`config.mk`:
```
export PLATFORM = sky130hd
export DESIGN_NAME = sync_length_frame_deframer
export DESIGN_NICKNAME = d
export VERILOG_FILES = /design/src/hdl/sld_pkg.sv /design/src/hdl/sld_in_stage.sv /design/src/hdl/sld_parser.sv /design/src/hdl/sld_out_stage.sv /design/src/hdl/sync_length_frame_deframer.sv
export SDC_FILE = /design/constraint.sdc
export NUM_CORES = 1
export LEC_CHECK = 0
export BUFFER_PORTS_ARGS = -buffer_cell sky130_fd_sc_hd__buf_4
export CORE_ASPECT_RATIO = 0.5
export CORE_UTILIZATION = 55
export DETAILED_ROUTE_END_ITERATION = 8
export PLACE_DENSITY = 0.82
export SYNTH_ARGS = -nofsm -noshare
export SYNTH_HDL_FRONTEND = slang
export SYNTH_SLANG_ARGS = --single-unit
```
`constraint.sdc`:
```
create_clock -name i_clk -period 3.3 [get_ports i_clk]
set_input_delay 0.165 -clock i_clk [delete_from_list [all_inputs] [get_ports i_clk]]
set_output_delay 0.165 -clock i_clk [all_outputs]
set_load 0.1 [all_outputs]
```
`src/hdl/sld_pkg.sv`:
```
// shared types and constants for the sync length frame deframer
`default_nettype none

package sld_pkg;

    localparam int unsigned MAX_PARAMS = 72;
    localparam int unsigned HDR_LEN    = 4;

    localparam logic [7:0] HDR_FIRST  = 8'hAA;
    localparam logic [7:0] HDR_SECOND = 8'h55;
    localparam logic [7:0] LEN_MIN    = 8'(HDR_LEN);
    localparam logic [7:0] LEN_MAX    = 8'(MAX_PARAMS + HDR_LEN);

    typedef enum logic [2:0] {
        ST_HUNT   = 3'd0,
        ST_SECOND = 3'd1,
        ST_LEN    = 3'd2,
        ST_CMD    = 3'd3,
        ST_PARAMS = 3'd4,
        ST_CKSUM  = 3'd5
    } t_parse_state;

    typedef enum logic [1:0] {
        KIND_PARAM = 2'd0,
        KIND_GOOD  = 2'd1,
        KIND_BAD   = 2'd2
    } t_kind;

    typedef struct packed {
        t_kind      kind;
        logic [7:0] command;
        logic [6:0] param_count;
        logic [6:0] param_index;
        logic [7:0] data;
    } t_result;

endpackage

`default_nettype wire

```
`src/hdl/sld_in_stage.sv`:
```
// input register: holds one received byte until the parser takes it
`default_nettype none

module sld_in_stage (
    input  wire logic       i_clk,
    input  wire logic       i_rst_n,
    input  wire logic       i_valid,
    output logic            o_ready,
    input  wire logic [7:0] i_byte,
    output logic            o_valid,
    input  wire logic       i_take,
    output logic [7:0]      o_byte
);
    import sld_pkg::*;

    logic       r_valid;
    logic [7:0] r_byte;
    logic       n_valid;

    // register is free when empty or being drained this cycle
    assign o_ready = !r_valid || i_take;
    assign n_valid = (i_valid && o_ready) || (r_valid && !i_take);

    always_ff @(posedge i_clk) begin
        if (!i_rst_n) begin
            r_valid <= 1'b0;
        end else begin
            r_valid <= n_valid;
        end
    end

    always_ff @(posedge i_clk) begin
        if (i_valid && o_ready) begin
            r_byte <= i_byte;
        end
    end

    assign o_valid = r_valid;
    assign o_byte  = r_byte;

endmodule

`default_nettype wire

```
`src/hdl/sld_parser.sv`:
```
// frame parser: header hunt, length check, parameter tagging, checksum verdict
`default_nettype none

module sld_parser (
    input  wire logic          i_clk,
    input  wire logic          i_rst_n,
    input  wire logic          i_step,
    input  wire logic [7:0]    i_byte,
    output logic               o_res_valid,
    output sld_pkg::t_result   o_res
);
    import sld_pkg::*;

    t_parse_state r_state, n_state;
    logic [6:0]   r_len, n_len;
    logic [7:0]   r_cmd, n_cmd;
    logic [6:0]   r_seen, n_seen;
    logic [7:0]   r_sum, n_sum;
    logic [6:0]   seen_inc;
    logic [7:0]   sum_add;

    assign seen_inc = r_seen + 7'd1;
    assign sum_add  = r_sum + i_byte;

    always_ff @(posedge i_clk) begin
        if (!i_rst_n) begin
            r_state <= ST_HUNT;
            r_len   <= '0;
            r_cmd   <= '0;
            r_seen  <= '0;
            r_sum   <= '0;
        end else if (i_step) begin
            r_state <= n_state;
            r_len   <= n_len;
            r_cmd   <= n_cmd;
            r_seen  <= n_seen;
            r_sum   <= n_sum;
        end
    end

    always_comb begin
        n_state     = r_state;
        n_len       = r_len;
        n_cmd       = r_cmd;
        n_seen      = r_seen;
        n_sum       = r_sum;
        o_res_valid = 1'b0;
        o_res.kind        = KIND_PARAM;
        o_res.command     = r_cmd;
        o_res.param_count = r_len - 7'(HDR_LEN);
        o_res.param_index = '0;
        o_res.data        = i_byte;
        case (r_state)
            ST_HUNT: begin
                if (i_byte == HDR_FIRST) begin
                    n_sum   = i_byte;
                    n_state = ST_SECOND;
                end
            end
            ST_SECOND: begin
                if (i_byte == HDR_SECOND) begin
                    n_sum   = sum_add;
                    n_state = ST_LEN;
                end else begin
                    n_state = ST_HUNT;
                end
            end
            ST_LEN: begin
                if (i_byte < LEN_MIN || i_byte > LEN_MAX) begin
                    n_state = ST_HUNT;
                end else begin
                    n_len   = i_byte[6:0];
                    n_sum   = sum_add;
                    n_state = ST_CMD;
                end
            end
            ST_CMD: begin
                n_cmd   = i_byte;
                n_sum   = sum_add;
                n_seen  = '0;
                n_state = (r_len > 7'(HDR_LEN)) ? ST_PARAMS : ST_CKSUM;
            end
            ST_PARAMS: begin
                o_res_valid       = 1'b1;
                o_res.param_index = r_seen;
                n_sum             = sum_add;
                n_seen            = seen_inc;
                if ({1'b0, seen_inc} + LEN_MIN >= {1'b0, r_len}) begin
                    n_state = ST_CKSUM;
                end
            end
            ST_CKSUM: begin
                o_res_valid = 1'b1;
                o_res.kind  = (i_byte == r_sum) ? KIND_GOOD : KIND_BAD;
                n_state     = ST_HUNT;
            end
            default: begin
                n_state = ST_HUNT;
            end
        endcase
    end

endmodule

`default_nettype wire

```
`src/hdl/sld_out_stage.sv`:
```
// result register toward the master side
`default_nettype none

module sld_out_stage (
    input  wire logic          i_clk,
    input  wire logic          i_rst_n,
    input  wire logic          i_load,
    input  wire logic          i_res_valid,
    input  wire sld_pkg::t_result i_res,
    input  wire logic          i_ready,
    output logic               o_free,
    output logic               o_valid,
    output sld_pkg::t_result   o_res
);
    import sld_pkg::*;

    logic    r_valid;
    t_result r_res;

    // free when empty or the held beat leaves this cycle
    assign o_free = !r_valid || i_ready;

    always_ff @(posedge i_clk) begin
        if (!i_rst_n) begin
            r_valid <= 1'b0;
        end else if (i_load) begin
            r_valid <= i_res_valid;
        end else if (i_ready) begin
            r_valid <= 1'b0;
        end
    end

    always_ff @(posedge i_clk) begin
        if (i_load && i_res_valid) begin
            r_res <= i_res;
        end
    end

    assign o_valid = r_valid;
    assign o_res   = r_res;

endmodule

`default_nettype wire

```
`src/hdl/sync_length_frame_deframer.sv`:
```
// top level of the sync length frame deframer
//
//  channel   dir  tdata fields (low bit up)                           tuser
//  s (rx)    in   rx_byte[7:0]                                        -
//  m (out)   out  command[7:0] param_count[14:8] param_index[21:15]   kind[1:0]
//                 data[29:22], zero[31:30]
//
// one byte per cycle sustained while the master keeps tready high; a byte waits in the
// input register and its result, if any, is loaded into the result register as the byte is taken
// the parse state advances only when the result register can take a beat
// synchronous active-low reset returns the parser to header hunt
// a stalled master holds the input side once both registers are full
`default_nettype none

module sync_length_frame_deframer (
    input  wire logic        i_clk,
    input  wire logic        i_rst_n,
    input  wire logic        i_s_tvalid,
    output logic             o_s_tready,
    input  wire logic [7:0]  i_s_tdata,    // rx_byte
    output logic             o_m_tvalid,
    input  wire logic        i_m_tready,
    output logic [31:0]      o_m_tdata,    // command, param_count, param_index, data, pad
    output logic [1:0]       o_m_tuser     // kind
);
    import sld_pkg::*;

    logic       in_valid;
    logic [7:0] in_byte;
    logic       out_free;
    logic       step;
    logic       res_valid;
    t_result    res;
    t_result    out_res;

    assign step = in_valid && out_free;

    sld_in_stage u_in (
        .i_clk   (i_clk),
        .i_rst_n (i_rst_n),
        .i_valid (i_s_tvalid),
        .o_ready (o_s_tready),
        .i_byte  (i_s_tdata),
        .o_valid (in_valid),
        .i_take  (step),
        .o_byte  (in_byte)
    );

    sld_parser u_parser (
        .i_clk       (i_clk),
        .i_rst_n     (i_rst_n),
        .i_step      (step),
        .i_byte      (in_byte),
        .o_res_valid (res_valid),
        .o_res       (res)
    );

    sld_out_stage u_out (
        .i_clk       (i_clk),
        .i_rst_n     (i_rst_n),
        .i_load      (step),
        .i_res_valid (res_valid),
        .i_res       (res),
        .i_ready     (i_m_tready),
        .o_free      (out_free),
        .o_valid     (o_m_tvalid),
        .o_res       (out_res)
    );

    assign o_m_tdata = {2'b00, out_res.data, out_res.param_index,
                        out_res.param_count, out_res.command};
    assign o_m_tuser = out_res.kind;

endmodule

`default_nettype wire
```
==> Word-level counts from Yosys, hierarchy flattened <==
Cells that the tools add are included.
Widths: inputs -> output; s select.
{ "word_totals": {"register_bits": 75, "elab_cells": 71, "output_inout_bits": 36, "inputBits": 12} }
{ "op_classes": {"n_reduce_logical": 22, "eq_ne": 12, "muxes": 15, "order_cmp": 4, "n_addsub": 4, "bitwise": 1} }
{ "ops": {"columns": ["operator", "count"], "rows": [
  ["$pmux 8 s4", 1],
  ["$mux 8", 3],
  ["$pmux 3 s5", 1],
  ["$pmux 7 s2", 1],
  ["$add 7x3->8 const B", 1],
  ["$add 8x8->8", 1],
  ["$eq 8x7->1 const B", 1],
  ["$eq 8x8->1", 1],
  ["$eq 8x8->1 const B", 1],
  ["$ge 8x7->1", 1],
  ["$gt 8x7->1 const B", 1],
  ["$lt 8x3->1 const B", 1],
  ["$add 7x1->7 const B", 1],
  ["$gt 7x3->1 const B", 1],
  ["$sub 7x3->7 const B", 1],
  ["$eq 3x2->1 const B", 2],
  ["$eq 3x3->1 const B", 2],
  ["$mux 2", 3],
  ["$mux 3", 2],
  ["$ne 2x1->1 const B", 3],
  ["$reduce_and 3->1", 2],
  ["$reduce_and 5->1", 1],
  ["$logic_and 1x1->1", 4],
  ["$logic_or 1x1->1", 4],
  ["10 further kinds", 18]
]} }

==> Logic depth before layout (Yosys ltp) <==
Gate-level depths: netlist of the first run.
{ "depth": {"word_depth": 6, "depth_mapped": 12, "depth_no_buf": 11} }

==> By module <==
A second synthesis of the first run with hierarchy kept.
{ "hier_totals": {"hier_cells": 349, "hier_area_um2": 3794.9} }
{ "by_module_without_submodules": {"columns": ["mod", "cells_per_inst", "seq_area_each_um2", "area_each_um2", "instances"], "rows": [
  ["sld_parser", 295, 660.6, 2459.9, 1],
  ["sld_out_stage", 37, 980.9, 1012.2, 1],
  ["sld_in_stage", 13, 260.2, 297.8, 1],
  ["sync_length_frame_deframer", 4, 0.0, 25.0, 1]
]} }

==> Least setup slack after synthesis of the first run <==
OpenSTA, ideal clock, no wires.
{ "synth_path": {"kind": "flip-flop to flip-flop", "startpoint": "register u_out.r_valid (netlist: u_out.o_valid)", "endpoint": "register u_in.r_byte[0] (netlist: u_in.o_byte[0]), enable pin", "arrival_ns": 2.514, "setup_ns": 0.282, "t_required_ns": 3.018, "path_stages_with_launch": 3, "n_path_buf": 0, "setup_slack_ns": 0.504, "cell_sequence": "dfxtp_1 -> nand3b_1 -> and2_1"} }
{ "synth_between": {"elab_chain_cells": 5} }
{ "synth_rtl": {"columns": ["item", "line_no", "rtl"], "rows": [
  ["from (decl)", "sld_out_stage.sv:17", "logic r_valid;"],
  ["from (signal assigned)", "sld_out_stage.sv:27", "r_valid <= i_res_valid;"],
  ["$logic_not 1->1", "sld_out_stage.sv:21", "assign o_free = !r_valid || i_ready;"],
  ["$logic_or 1x1->1", "sld_out_stage.sv:21", null],
  ["$logic_and 1x1->1", "sync_length_frame_deframer.sv:36", "assign step = in_valid && out_free;"],
  ["$logic_or 1x1->1", "sld_in_stage.sv:21", "assign o_ready = !r_valid || i_take;"],
  ["named net o_s_tready", "sync_length_frame_deframer.sv:19", "output logic o_s_tready,"],
  ["$logic_and 1x1->1", "sld_in_stage.sv:33", "if (i_valid && o_ready) begin"],
  ["to (signal assigned)", "sld_in_stage.sv:34", "r_byte <= i_byte;"],
  ["to (decl)", "sld_in_stage.sv:17", "logic [7:0] r_byte;"]
]} }
The timed path passes the listed nets, and every way through them passes these cells.
A chain may end at the register's enable or synchronous reset.

==> Worst setup path after layout of the first run <==
{ "layout_path": {"startpoint": "register u_parser.r_seen[0]", "endpoint": "register u_parser.r_state[0]"} }
{ "layout_between": {"elab_chain_cells": 5} }
{ "layout_rtl": {"columns": ["item", "line_no", "rtl"], "rows": [
  ["from (decl)", "sld_parser.sv:17", "logic [6:0] r_seen, n_seen;"],
  ["from (signal assigned)", "sld_parser.sv:36", "r_seen <= n_seen;"],
  ["$add 7x1->7", "sld_parser.sv:22", "assign seen_inc = r_seen + 7'd1;"],
  ["$add 7x3->8", "sld_parser.sv:88", "if ({1'b0, seen_inc} + LEN_MIN >= {1'b0, r_len}) begin"],
  ["$ge 8x7->1", "sld_parser.sv:88", null],
  ["$ne 2x1->1 (no line)", null, null],
  ["$reduce_and 3->1 (no line)", null, null],
  ["to (signal assigned)", "sld_parser.sv:33", "r_state <= n_state;"],
  ["to (decl)", "sld_parser.sv:14", "t_parse_state r_state, n_state;"]
]} }
Every way passes these cells.

==> out/metrics.csv, run 1 <==
stage;metric;value;unit
run_status;status;completed;
setup_path;path_buf_inv;0;
sta;period_needed;2731;ps
synthesis;synth_cells;342;
clock_network;hold_buffers;1;
setup_path;path_class;flip-flop to flip-flop;
synthesis;postSynthAreaPerCell;10.83;µm²
setup_path;crit_top_cell;ha_1;
clock_network;cts_max_level;3;
clock_network;postCtsSetupRepairBufs;0;
finish;stdcell_area;0.004395;mm²
finish;layout-drive-gt1-share;17.77;%
routing;detail_route.iter0.violations;183;
floorplan;rows;20;
placement;dp_hpwl;5542;µm
grt;grt_overflow;0;
setup_path;start_kind;flip-flop;
setup_path;setup.worst_path.start;u_parser.r_seen[0];
synthesis;async_flop_share;0;%
synthesis;synth_area;0.003702;mm²
floorplan;start_util;58.94;%
finish;antenna_cells;0;
sta;hold_violations;0;
setup_path;critPathArrivalTime;2960;ps
grt;grt_pass1_wl;12920;µm
hold_path;hold_path.class;input pin to flip-flop;
placement;io_buffers;45;
clock_network;cts-resized-gates;0;
finish;mostFrequentLayoutCells;48 x buf_4, 40 x edfxtp_1, 35 x dfxtp_1, 26 x nor2b_1;
sta;tns;0;ps
finish;regArea;0.001902;mm²
synthesis;synth_edf_count;40;
hold_path;min_from;i_s_tdata[6];
finish;layout_commonest_cell;buf_4;
finish;nets;420;
grt;grt_usage;24.48;%
power;leakagePower;1.653;nW
synthesis;ys_seq_elements;75;
job;cap_violations;0;
synthesis;synth_flop_cell;edfxtp_1;
synthesis;ys_seq_area_share;51.37;%
routing;via_count;2708;
routing;drt-pass1-iter-count;5;
clock_network;clk_path_buf_depth;2;
sta;setup-violations-final;0;
setup_path;cp_slowest_cell;dfxtp_1;
grt;grt_pass1_vias;2656;
power;vdd_drop_max;0.0002616;V
grt;antenna_found_initial;0;
clock_network;cts_tree;built;
clock_network;cts_buffers;9;
sta;rsz0062_at_grt;false;
routing;wl_per_cell;16.76;µm
routing;ant_nets;0;
clock_network;cts.sinks;75;
sta;period_share;82.76;%
setup_path;cp_cell_sequence;ha_1 -> xor2_1 -> ha_1 -> nand2_1 -> o21ai_0 -> a32oi_1 -> xnor2_1 -> ha_1 -> a211oi_1 -> a31oi_1 -> o211a_1;
synthesis;yosys_warnings;0;
finish;nFillCells;451;
routing;viasPerCell;5.618;
power;power.density;440.4;mW/mm²
setup_path;worstPathRequired;3530;ps
sta;maxSlewViolCount;0;
finish;syn_to_final_growth;18.72;%
setup_path;endpoint_kind;flip-flop;
sta;fin_worst_skew;5.488;ps
setup_path;crit_path_max_fanout;8;
floorplan;core;0.006281;mm²
floorplan;pin_count;48;
setup_path;max_stage_delay;480;ps
synthesis;synth_cell_type_count;58;
setup_path;r2r-start;u_parser.r_seen[0];
sta;worst_slew_pin_slew;640.2;ps
grt;grt_max_degree;37;
clock_network;clkTransAtPathRegs;60;ps
placement;postPlaceCellArea;0.004096;mm²
setup_path;crit_family;adder cells;
floorplan;dieArea;0.007084;mm²
sta;fmaxAchievable;366.2;MHz
clock_network;cts-root-buf;clkbuf_16;
floorplan;fp.dieW;118.0;µm
sta;max_slew_margin;57.26;%
routing;wl;8080;µm
routing;drc;0;
finish;multiInputGateArea;0.001660;mm²
placement;gp_congestion;0.8311;
clock_network;insertion_delay;340;ps
floorplan;die_height;60.02;µm
-- synthesized netlist by cell type, drive strengths merged, types with 2 or more instances --
| cell | n | share of area, % |
|---|---|---|
| a21boi | 5 | 1.0 |
| a21oi | 12 | 1.6 |
| a22oi | 3 | 0.61 |
| a32oi | 2 | 0.47 |
| and2 | 4 | 0.71 |
| and3 | 10 | 1.7 |
| and3b | 2 | 0.47 |
| buf | 7 | 1.3 |
| clkbuf | 9 | 0.91 |
| dfxtp | 35 | 19 |
| edfxtp | 40 | 32 |
| ha | 18 | 6.1 |
| inv | 17 | 1.7 |
| mux2i | 16 | 4.3 |
| nand2 | 22 | 2.3 |
| nand2b | 8 | 1.4 |
| nand3 | 9 | 1.2 |
| nand3b | 4 | 0.81 |
| nand4 | 2 | 0.51 |
| nor2 | 22 | 2.7 |
| nor2b | 26 | 4.4 |
| nor3 | 7 | 0.95 |
| nor3b | 3 | 0.74 |
| o211a | 2 | 0.54 |
| o211ai | 2 | 0.41 |
| o21a | 2 | 0.41 |
| o21ai | 12 | 1.6 |
| o311a | 3 | 0.81 |
| or3 | 2 | 0.34 |
| xnor2 | 11 | 2.6 |
| xor2 | 7 | 1.7 |
-- worst reg2reg max path: cells and delay by family (launching register included) --
family,cells,cell delay (ps)
compound gates,5,820
xor+xnor,2,370
fa+ha+maj,3,880
flops,1,480
simple gates,1,70
-- per-layer routing --
layer  GRT usage, %  vias to the layer above  part of all wire, %
li1               -                     1319                    -
met1          27.86                     1292                   42
met2          43.87                       81                   51
met3          7.061                       16                  5.2
met4          11.90                        0                  1.8
met5              0                        -                    0
-- state kept, by name (all words and copies together) (netlist names) --
name,flops
u_out.o_res,32
u_in.o_byte,8
u_parser.r_cmd,8
u_parser.r_sum,8
u_parser.r_len,7
u_parser.r_seen,7
u_parser.r_state,3
u_in.o_valid,1
u_out.o_valid,1
-- cell type report --
cell class	count	area share, %
repair buffers	51	8.881
flip-flops and latches	75	43.27
clock buffers	9	5.124
multi-input cells	235	37.77
clock inverters	7	0.9963
inverters	17	1.452
well taps	88	2.505
-- power breakdown --
group / switching [mW] / internal [mW] / leakage (nW)
logic: 0.0364 / 0.0281 / 0.930
registers: 0.0160 / 0.984 / 0.591
clock network: 0.366 / 0.505 / 0.131
-- per-stage QoR --
step	power (mW)	utilization [%]	std cells	setup slack, ps	hold slack (ps)
after CTS	1.949	69.66	480	603.6	1.661
after global placement	1.077	65.22	463	724.1	344.0
after floorplan	1.056	-	343	504.3	263.9
final	1.936	69.98	482	568.9	9.392
after detailed placement	1.080	65.22	463	615.5	344.8
after global routing	1.988	69.98	482	323.0	1.359
-- final timing paths --
path / cells after the start / slack, ps / endpoint
worst min register to register: 0 / 430 / u_out.o_res[28]
worst max-delay path: 11 / 570 / u_parser.r_state[0]
worst min-delay path: 1 / 9 / u_in.o_byte[6]
worst max register to register: 11 / 570 / u_parser.r_state[0]
-- cell families (layout without fill, tap and decap cells) --
family	Yosys count	after routing	synth area share, %
other	1	2	0.1013
AO/OA/AOI/OAI	54	54	10.04
multiplexers	16	16	4.326
flip-flops	75	75	51.37
XOR/XNOR	18	18	4.258
adder cells (fa/ha/maj)	19	19	6.624
buffers and inverters	33	84	3.886
AND/OR/NAND/NOR	126	126	19.40
Note: power is estimated with default switching activity, not from simulation.
==> run 2: changes to the inputs <==
clock period = 2.8 ns   (was 3.3 ns; I/O delays follow)
==> run 2 against run 1 <==
Clock power is 44% higher. Utilization up 2.2 points. First-iteration DRC count up 58%. Die area unchanged. Cell area up 3.1%. Hold slack improved by 49 ps. Non-clock buffer count is 7 higher. Sequential share of layout area decreased by 1.2 points.
==> out/metrics.csv, run 2 (synthesis gave the netlist of run 1 again) <==
stage;metric;value;unit;change
sta;max_slew_margin;57.10;%;was 57.26%
grt;grt_usage;25.68;%;was 24.48%
sta;hold_violations;0;;unchanged
sta;setup-violations-final;0;;unchanged
setup_path;endpoint_kind;flip-flop;;unchanged
routing;drc;0;;unchanged
sta;hold_ws;58.60;ps;was 9.392 ps
sta;period_needed;2555;ps;was 2731 ps
grt;antenna_found_initial;0;;unchanged
finish;syn_to_final_growth;22.41;%;was 18.72%
finish;mostFrequentLayoutCells;50 x buf_4, 40 x edfxtp_1, 33 x dfxtp_1, 26 x nor2b_1;;was 48 x buf_4, 40 x edfxtp_1, 35 x dfxtp_1, 26 x nor2b_1
clock_network;clk_path_buf_depth;2;;unchanged
finish;largest_register_ffs;32;;unchanged
floorplan;start_util;58.94;%;unchanged
setup_path;crit_path_max_fanout;7;;was 8
routing;drt-pass1-iter-count;7;;was 5
sta;rsz0062_at_grt;false;;unchanged
routing;detail_route.iter0.violations;290;;was 183
grt;grt_pass1_vias;2768;;was 2656
finish;layout_commonest_cell;buf_4;;unchanged
placement;dp_hpwl;5498;µm;was 5542 µm
floorplan;pin_count;48;;unchanged
clock_network;cts-root-buf;clkbuf_16;;unchanged
placement;gp_congestion;0.8788;;was 0.8311
sta;worst_slew_pin_slew;642.6;ps;was 640.2 ps
setup_path;r2r_setup_slack;250;ps;was 570 ps
floorplan;rows;20;;unchanged
run_status;status;completed;;unchanged
placement;io_buffers;45;;unchanged
floorplan;core;0.006281;mm²;unchanged
setup_path;worstPathRequired;3040;ps;was 3530 ps
sta;maxSlewViolCount;0;;unchanged
grt;grt_max_degree;37;;unchanged
power;vdd_drop_max;0.0003527;V;was 0.0002616 V
floorplan;dieArea;0.007084;mm²;unchanged
finish;final_util;72.15;%;was 69.98%
finish;antenna_cells;0;;unchanged
clock_network;cts_max_level;3;;unchanged
setup_path;reg2reg_depth;11;;unchanged
setup_path;timing.rr.end;u_parser.r_state[0];;unchanged
hold_path;min_from;i_s_tvalid;;was i_s_tdata[6]
routing;via_count;2849;;was 2708
clock_network;cts_tree;built;;unchanged
hold_path;holdPathStages;3;;was 1
floorplan;die_height;60.02;µm;unchanged
clock_network;cts_buffers;9;;unchanged
power;leakagePower;1.710;nW;was 1.653 nW
sta;fmaxAchievable;391.4;MHz;was 366.2 MHz
power;power.density;553.8;mW/mm²;was 440.4 mW/mm²
routing;wl;8449;µm;was 8080 µm
setup_path;r2r-start;u_parser.r_seen[1];;was u_parser.r_seen[0]
routing;viasPerCell;5.826;;was 5.618
hold_path;hold_path.class;input pin to flip-flop;;unchanged
routing;ant_nets;0;;unchanged
grt;grt_overflow;0;;unchanged
sta;tns;0;ps;unchanged
finish;multiInputGateArea;0.001673;mm²;was 0.001660 mm²
clock_network;postCtsSetupRepairBufs;0;;unchanged
hold_path;hold_path_end;u_in.o_valid;;was u_in.o_byte[6]
clock_network;insertion_delay;340;ps;about the same
clock_network;clkTransAtPathRegs;60;ps;about the same
sta;fin_worst_skew;7.109;ps;was 5.488 ps
floorplan;fp.dieW;118.0;µm;unchanged
finish;regArea;0.001904;mm²;was 0.001902 mm²
sta;period_share;91.24;%;was 82.76%
finish;nFillCells;417;;was 451
grt;grt_pass1_wl;13520;µm;was 12920 µm
setup_path;start_kind;flip-flop;;unchanged
job;cap_violations;0;;unchanged
finish;layout-drive-gt1-share;18.70;%;was 17.77%
setup_path;critPathArrivalTime;2790;ps;was 2960 ps
routing;wl_per_cell;17.28;µm;was 16.76 µm
setup_path;path_class;flip-flop to flip-flop;;unchanged
clock_network;cts.sinks;75;;unchanged
finish;nets;427;;was 420
[run 2: cell types whose count changed in the layout (fill, tap and decap cells not counted), sizes merged]
cell / before / now
inv: 18 / 19
clkinv: 4 / 3
clkinvlp: 2 / 0
buf: 48 / 50
bufinv: 0 / 2
dlygate4sd3: 3 / 8
[run 2: worst max-delay path by stage]
stage,start,slack [ps],to,depth (start not counted)
after floorplan,u_out.o_valid,4,u_in.o_byte[0],2
after global placement,u_parser.r_seen[0],240,u_parser.r_state[0],11
after detailed placement,u_parser.r_seen[0],140,u_parser.r_state[0],11
after CTS,u_parser.r_seen[0],120,u_parser.r_state[0],11
after global routing,u_parser.r_seen[1],9,u_parser.r_state[0],11
final,u_parser.r_seen[1],250,u_parser.r_state[0],11
[run 2: area by class of cell]
cell class                 instances  share of cell area [%]
sequential                        75                   42.02
multi-input combinational        235                   36.91
inverter                          17                   1.408
tap                               88                   2.430
timing repair buffer              58                   10.05
clock inverter                     7                   2.209
clock buffer                       9                   4.970
[run 2: routing by layer]
layer	routed length, µm	up-vias	track usage [%]	part of all wire, %
li1	-	1327	-	-
met1	3387	1360	28.81	40
met2	4187	141	45.80	50
met3	697	21	8.302	8.2
met4	176	0	12.45	2.1
met5	0	-	0	0
[run 2: where the power goes]
group / total (mW) / leakage, nW / internal, mW / switching, mW
clock network: 1.25 / 0.160 / 0.787 / 0.458
logic: 0.0890 / 0.958 / 0.0394 / 0.0496
registers: 1.18 / 0.592 / 1.16 / 0.0159
total: 2.51 / 1.71 / 1.99 / 0.524
[run 2: critical path, cell delays in order, from the launching register on]
cell      delay (ps)
dfxtp_1          460
ha_4             210
xor2_1           190
ha_1             240
nand2_1           60
o21ai_0          150
a32oi_1           90
xnor2_1          150
ha_1             310
a211oi_1         220
a31oi_1          150
o211a_1          220
[run 2: per-stage QoR]
| stage | total power [mW] | setup WS (ps) | instance area (µm²) | std cells |
|---|---|---|---|---|
| finish | 2.510 | 245.4 | 4532 | 489 |
| global route | 2.572 | 9.202 | 4532 | 489 |
| CTS | 2.520 | 118.7 | 4517 | 489 |
| detailed placement | 1.275 | 139.5 | 4111 | 465 |
| global placement | 1.271 | 242.2 | 4111 | 465 |
| floorplan | 1.245 | 4.341 | 3706 | 343 |
[run 2: repair_timing]
| action | CTS | global route |
|---|---|---|
| hold buffers | 8 | 0 |
| endpoints found under the setup margin | 0 | 2 |
| resized for setup | 0 | 4 |
| hold endpoints to repair | 8 | 0 |
==> run 3: changes to the inputs <==
SYNTH_HIERARCHICAL = 1   (was unset)
==> run 3 against run 2 <==
Critical path depth unchanged. Maximum frequency fell by 4.2%. Non-clock buffer count decreased by 2. Cell area grew 0.86%. First-iteration DRC count shrank 44%. Die area up 2.4%. Register-to-register slack worse by 110 ps. Largest power group unchanged.
==> out/metrics.csv, run 3 <==
stage;metric;value;unit;change
run_status;status;completed;;unchanged
sta;maxSlewViolCount;0;;unchanged
setup_path;cp-endpoint;u_parser/r_state[1];;was u_parser.r_state[0]
grt;grt_usage;23.62;%;was 25.68%
synthesis;synth_flop_cell;edfxtp_1;;unchanged
finish;syn_to_final_growth;20.44;%;was 22.41%
sta;tns;0;ps;unchanged
setup_path;max_stage_delay;320;ps;was 460 ps
grt;met3_usage;7.801;%;was 8.302%
power;power.density;550.1;mW/mm²;was 553.8 mW/mm²
clock_network;clkTransAtPathRegs;60;ps;about the same
routing;ant_nets;0;;unchanged
grt;grt_overflow;0;;unchanged
clock_network;cts_tree;built;;unchanged
setup_path;cp_cell_sequence;ha_2 -> nand2b_1 -> a21oi_1 -> o21ai_2 -> xor2_1 -> ha_1 -> a21o_1 -> a211oi_4 -> o31ai_4 -> o21a_1 -> a32o_2;;was ha_4 -> xor2_1 -> ha_1 -> nand2_1 -> o21ai_0 -> a32oi_1 -> xnor2_1 -> ha_1 -> a211oi_1 -> a31oi_1 -> o211a_1
power;vdd_drop_max;0.0005325;V;was 0.0003527 V
sta;worst_slew_pin_slew;1106;ps;was 642.6 ps
floorplan;start_util;59.70;%;was 58.94%
routing;via_count;2760;;was 2849
grt;antenna_found_initial;0;;unchanged
setup_path;setup.worst_path.start;u_parser/r_seen[0];;was u_parser.r_seen[1]
routing;drt-pass1-iter-count;5;;was 7
grt;grt_max_degree;38;;was 37
job;cap_violations;0;;unchanged
synthesis;synth_edf_count;40;;unchanged
finish;antenna_cells;0;;unchanged
setup_path;crit_family;compound AO/OA/AOI/OAI gates;;unchanged
setup_path;path_buf_inv;0;;unchanged
setup_path;path_class;flip-flop to flip-flop;;unchanged
finish;largest_register_ffs;32;;unchanged
floorplan;core;0.006356;mm²;was 0.006281 mm²
synthesis;synth_area;0.003795;mm²;was 0.003702 mm²
setup_path;critPathArrivalTime;2900;ps;was 2790 ps
grt;top_usage_layer;met2;;unchanged
setup_path;r2r_setup_slack;130;ps;was 250 ps
synthesis;async_flop_share;0;%;unchanged
sta;max_slew_margin;25.74;%;was 57.10%
setup_path;timing.rr.end;u_parser/r_state[1];;was u_parser.r_state[0]
placement;gp_congestion;0.9017;;was 0.8788
power;power;2.514;mW;was 2.510 mW
clock_network;cts_max_level;3;;unchanged
floorplan;die_height;60.74;µm;was 60.02 µm
routing;drc;0;;unchanged
finish;nets;423;;was 427
grt;grt_use_met1;27.95;%;was 28.81%
grt;use_met2;40.96;%;was 45.80%
clock_network;insertion_delay;340;ps;about the same
synthesis;synth_cells;349;;was 342
setup_path;crit_path_max_fanout;7;;unchanged
setup_path;worstPathRequired;3030;ps;was 3040 ps
sta;fmaxAchievable;375.2;MHz;was 391.4 MHz
setup_path;start_kind;flip-flop;;unchanged
finish;layout-drive-gt1-share;22.17;%;was 18.70%
routing;detail_route.iter0.violations;161;;was 290
hold_path;holdPathStages;3;;unchanged
clock_network;cts.sinks;75;;unchanged
routing;wl_per_cell;16.29;µm;was 17.28 µm
sta;fin_worst_skew;8.810;ps;was 7.109 ps
synthesis;synthTopCellsByArea;edfxtp_1 32%, dfxtp_1 18%, ha_1 5.9%, nor2b_1 3.3%, mux2i_1 3.2%;;was edfxtp_1 32%, dfxtp_1 19%, ha_1 6.1%, nor2b_1 4.4%, mux2i_1 4.3%
finish;layout_commonest_cell;buf_4;;unchanged
clock_network;cts-root-buf;clkbuf_16;;unchanged
sta;hold_violations;0;;unchanged
hold_path;hold_path.class;input pin to flip-flop;;unchanged
routing;wl;7902;µm;was 8449 µm
sta;period_needed;2665;ps;was 2555 ps
placement;dp_hpwl;5236;µm;was 5498 µm
placement;io_buffers;45;;unchanged
floorplan;dieArea;0.007256;mm²;was 0.007084 mm²
synthesis;synth_top_cell_area_share;31.65;%;was 32.44%
synthesis;ys_seq_area_share;50.12;%;was 51.37%
setup_path;cp_slowest_cell;dfxtp_1;;unchanged
floorplan;rows;20;;unchanged
grt;grt_pass1_vias;2657;;was 2768
synthesis;synth.top_cells.by_count;40 x edfxtp_1, 35 x dfxtp_1, 28 x nand2_1, 20 x nor2b_1, 18 x ha_1;;was 40 x edfxtp_1, 35 x dfxtp_1, 26 x nor2b_1, 21 x nand2_1, 21 x nor2_1
finish;mostFrequentLayoutCells;48 x buf_4, 40 x edfxtp_1, 33 x dfxtp_1, 28 x nand2_1, 20 x nor2b_1;;was 50 x buf_4, 40 x edfxtp_1, 33 x dfxtp_1, 26 x nor2b_1
sta;period_share;95.19;%;was 91.24%
synthesis;synth_top_area_cell;edfxtp_1;;unchanged
grt;grt_pass1_wl;12590;µm;was 13520 µm
setup_path;worst-path-stages;11;;unchanged
setup_path;reg2reg_depth;11;;unchanged
setup_path;r2r-start;u_parser/r_seen[0];;was u_parser.r_seen[1]
floorplan;pin_count;48;;unchanged
routing;viasPerCell;5.691;;was 5.826
clock_network;cts_buffers;9;;unchanged
synthesis;ys_seq_elements;75;;unchanged
synthesis;synth_cell_type_count;58;;unchanged
synthesis;yosys_warnings;6;;was 0
floorplan;fp.dieW;119.5;µm;was 118.0 µm
clock_network;clk_path_buf_depth;2;;unchanged
synthesis;postSynthAreaPerCell;10.87;µm²;was 10.83 µm²
finish;nFillCells;448;;was 417
setup_path;endpoint_kind;flip-flop;;unchanged
synthesis;yosysMostFrequentCell;edfxtp_1;;unchanged
sta;setup-violations-final;0;;unchanged
power;leakagePower;1.697;nW;was 1.710 nW
[run 3: logic make-up (layout without fill, tap and decap cells)]
kind of cell,after synthesis,count (layout),synth area share [%]
buf+inv,39,86,5.407
fa+ha+maj,19,19,6.462
mux,12,12,3.165
flops,75,75,50.12
compound gates,68,68,13.29
simple gates,119,119,17.57
other cells,1,2,0.09882
xor+xnor,16,16,3.890
[run 3: worst min-delay path by stage]
| stage | from | slack (ps) | endpoint |
|---|---|---|---|
| after CTS | i_s_tvalid | 40 | u_in/o_valid |
| after global routing | i_s_tvalid | 50 | u_in/o_valid |
| after detailed placement | i_s_tdata[0] | 320 | u_in/o_byte[0] |
| after floorplan | i_s_tdata[0] | 240 | u_in/o_byte[0] |
| after global placement | i_s_tdata[7] | 320 | u_in/o_byte[7] |
| final | i_s_tvalid | 40 | u_in/o_valid |
[run 3: cell type report]
type / instances / area (µm²) / share of cell area (%)
flip-flops and latches: 75 / 1904 / 41.66
multi-input cells: 236 / 1745 / 38.19
repair buffers: 56 / 440.4 / 9.636
clock buffers: 9 / 225.2 / 4.927
well taps: 88 / 110.1 / 2.409
clock inverters: 7 / 92.59 / 2.026
inverters: 14 / 52.55 / 1.150
[run 3: where the power goes]
part	internal [mW]	leakage [nW]	switching (mW)	total (mW)
sequential	1.16	0.591	0.0217	1.18
combinational	0.0444	0.959	0.0573	0.102
clock	0.776	0.147	0.453	1.23
total	1.98	1.70	0.532	2.51
[run 3: repair_timing]
item	4_1_cts	5_1_grt
gates resized for setup	1	9
pin swaps	0	1
hold buffers	8	0
endpoints found under the hold margin	8	0
cloned	0	0
endpoints found under the setup margin	2	3
buffers inserted	0	1
[run 3: tightest hold or removal path, cell delays in order]
cell	delay (ps)
buf_4	80
inv_1	40
a21boi_2	90
[run 3: metal layers]
metal / vias to the layer above / wire (µm)
li1: 1321 / -
met1: 1338 / 3624
met2: 89 / 3758
met3: 12 / 381
met4: 0 / 137
met5: - / 0
[run 3: per-stage QoR]
stage,util (%),hold slack (ps),area (µm²),cells,worst slack [ps]
3_5_place_dp,64.72,319.5,4114,460,24.34
2_1_floorplan,-,238.9,3804,350,70.05
5_1_grt,71.91,50.39,4571,485,-10.41
4_1_cts,71.04,39.11,4516,484,46.53
3_3_place_gp,64.72,317.9,4114,460,197.7
6_report,71.91,43.45,4571,485,134.6
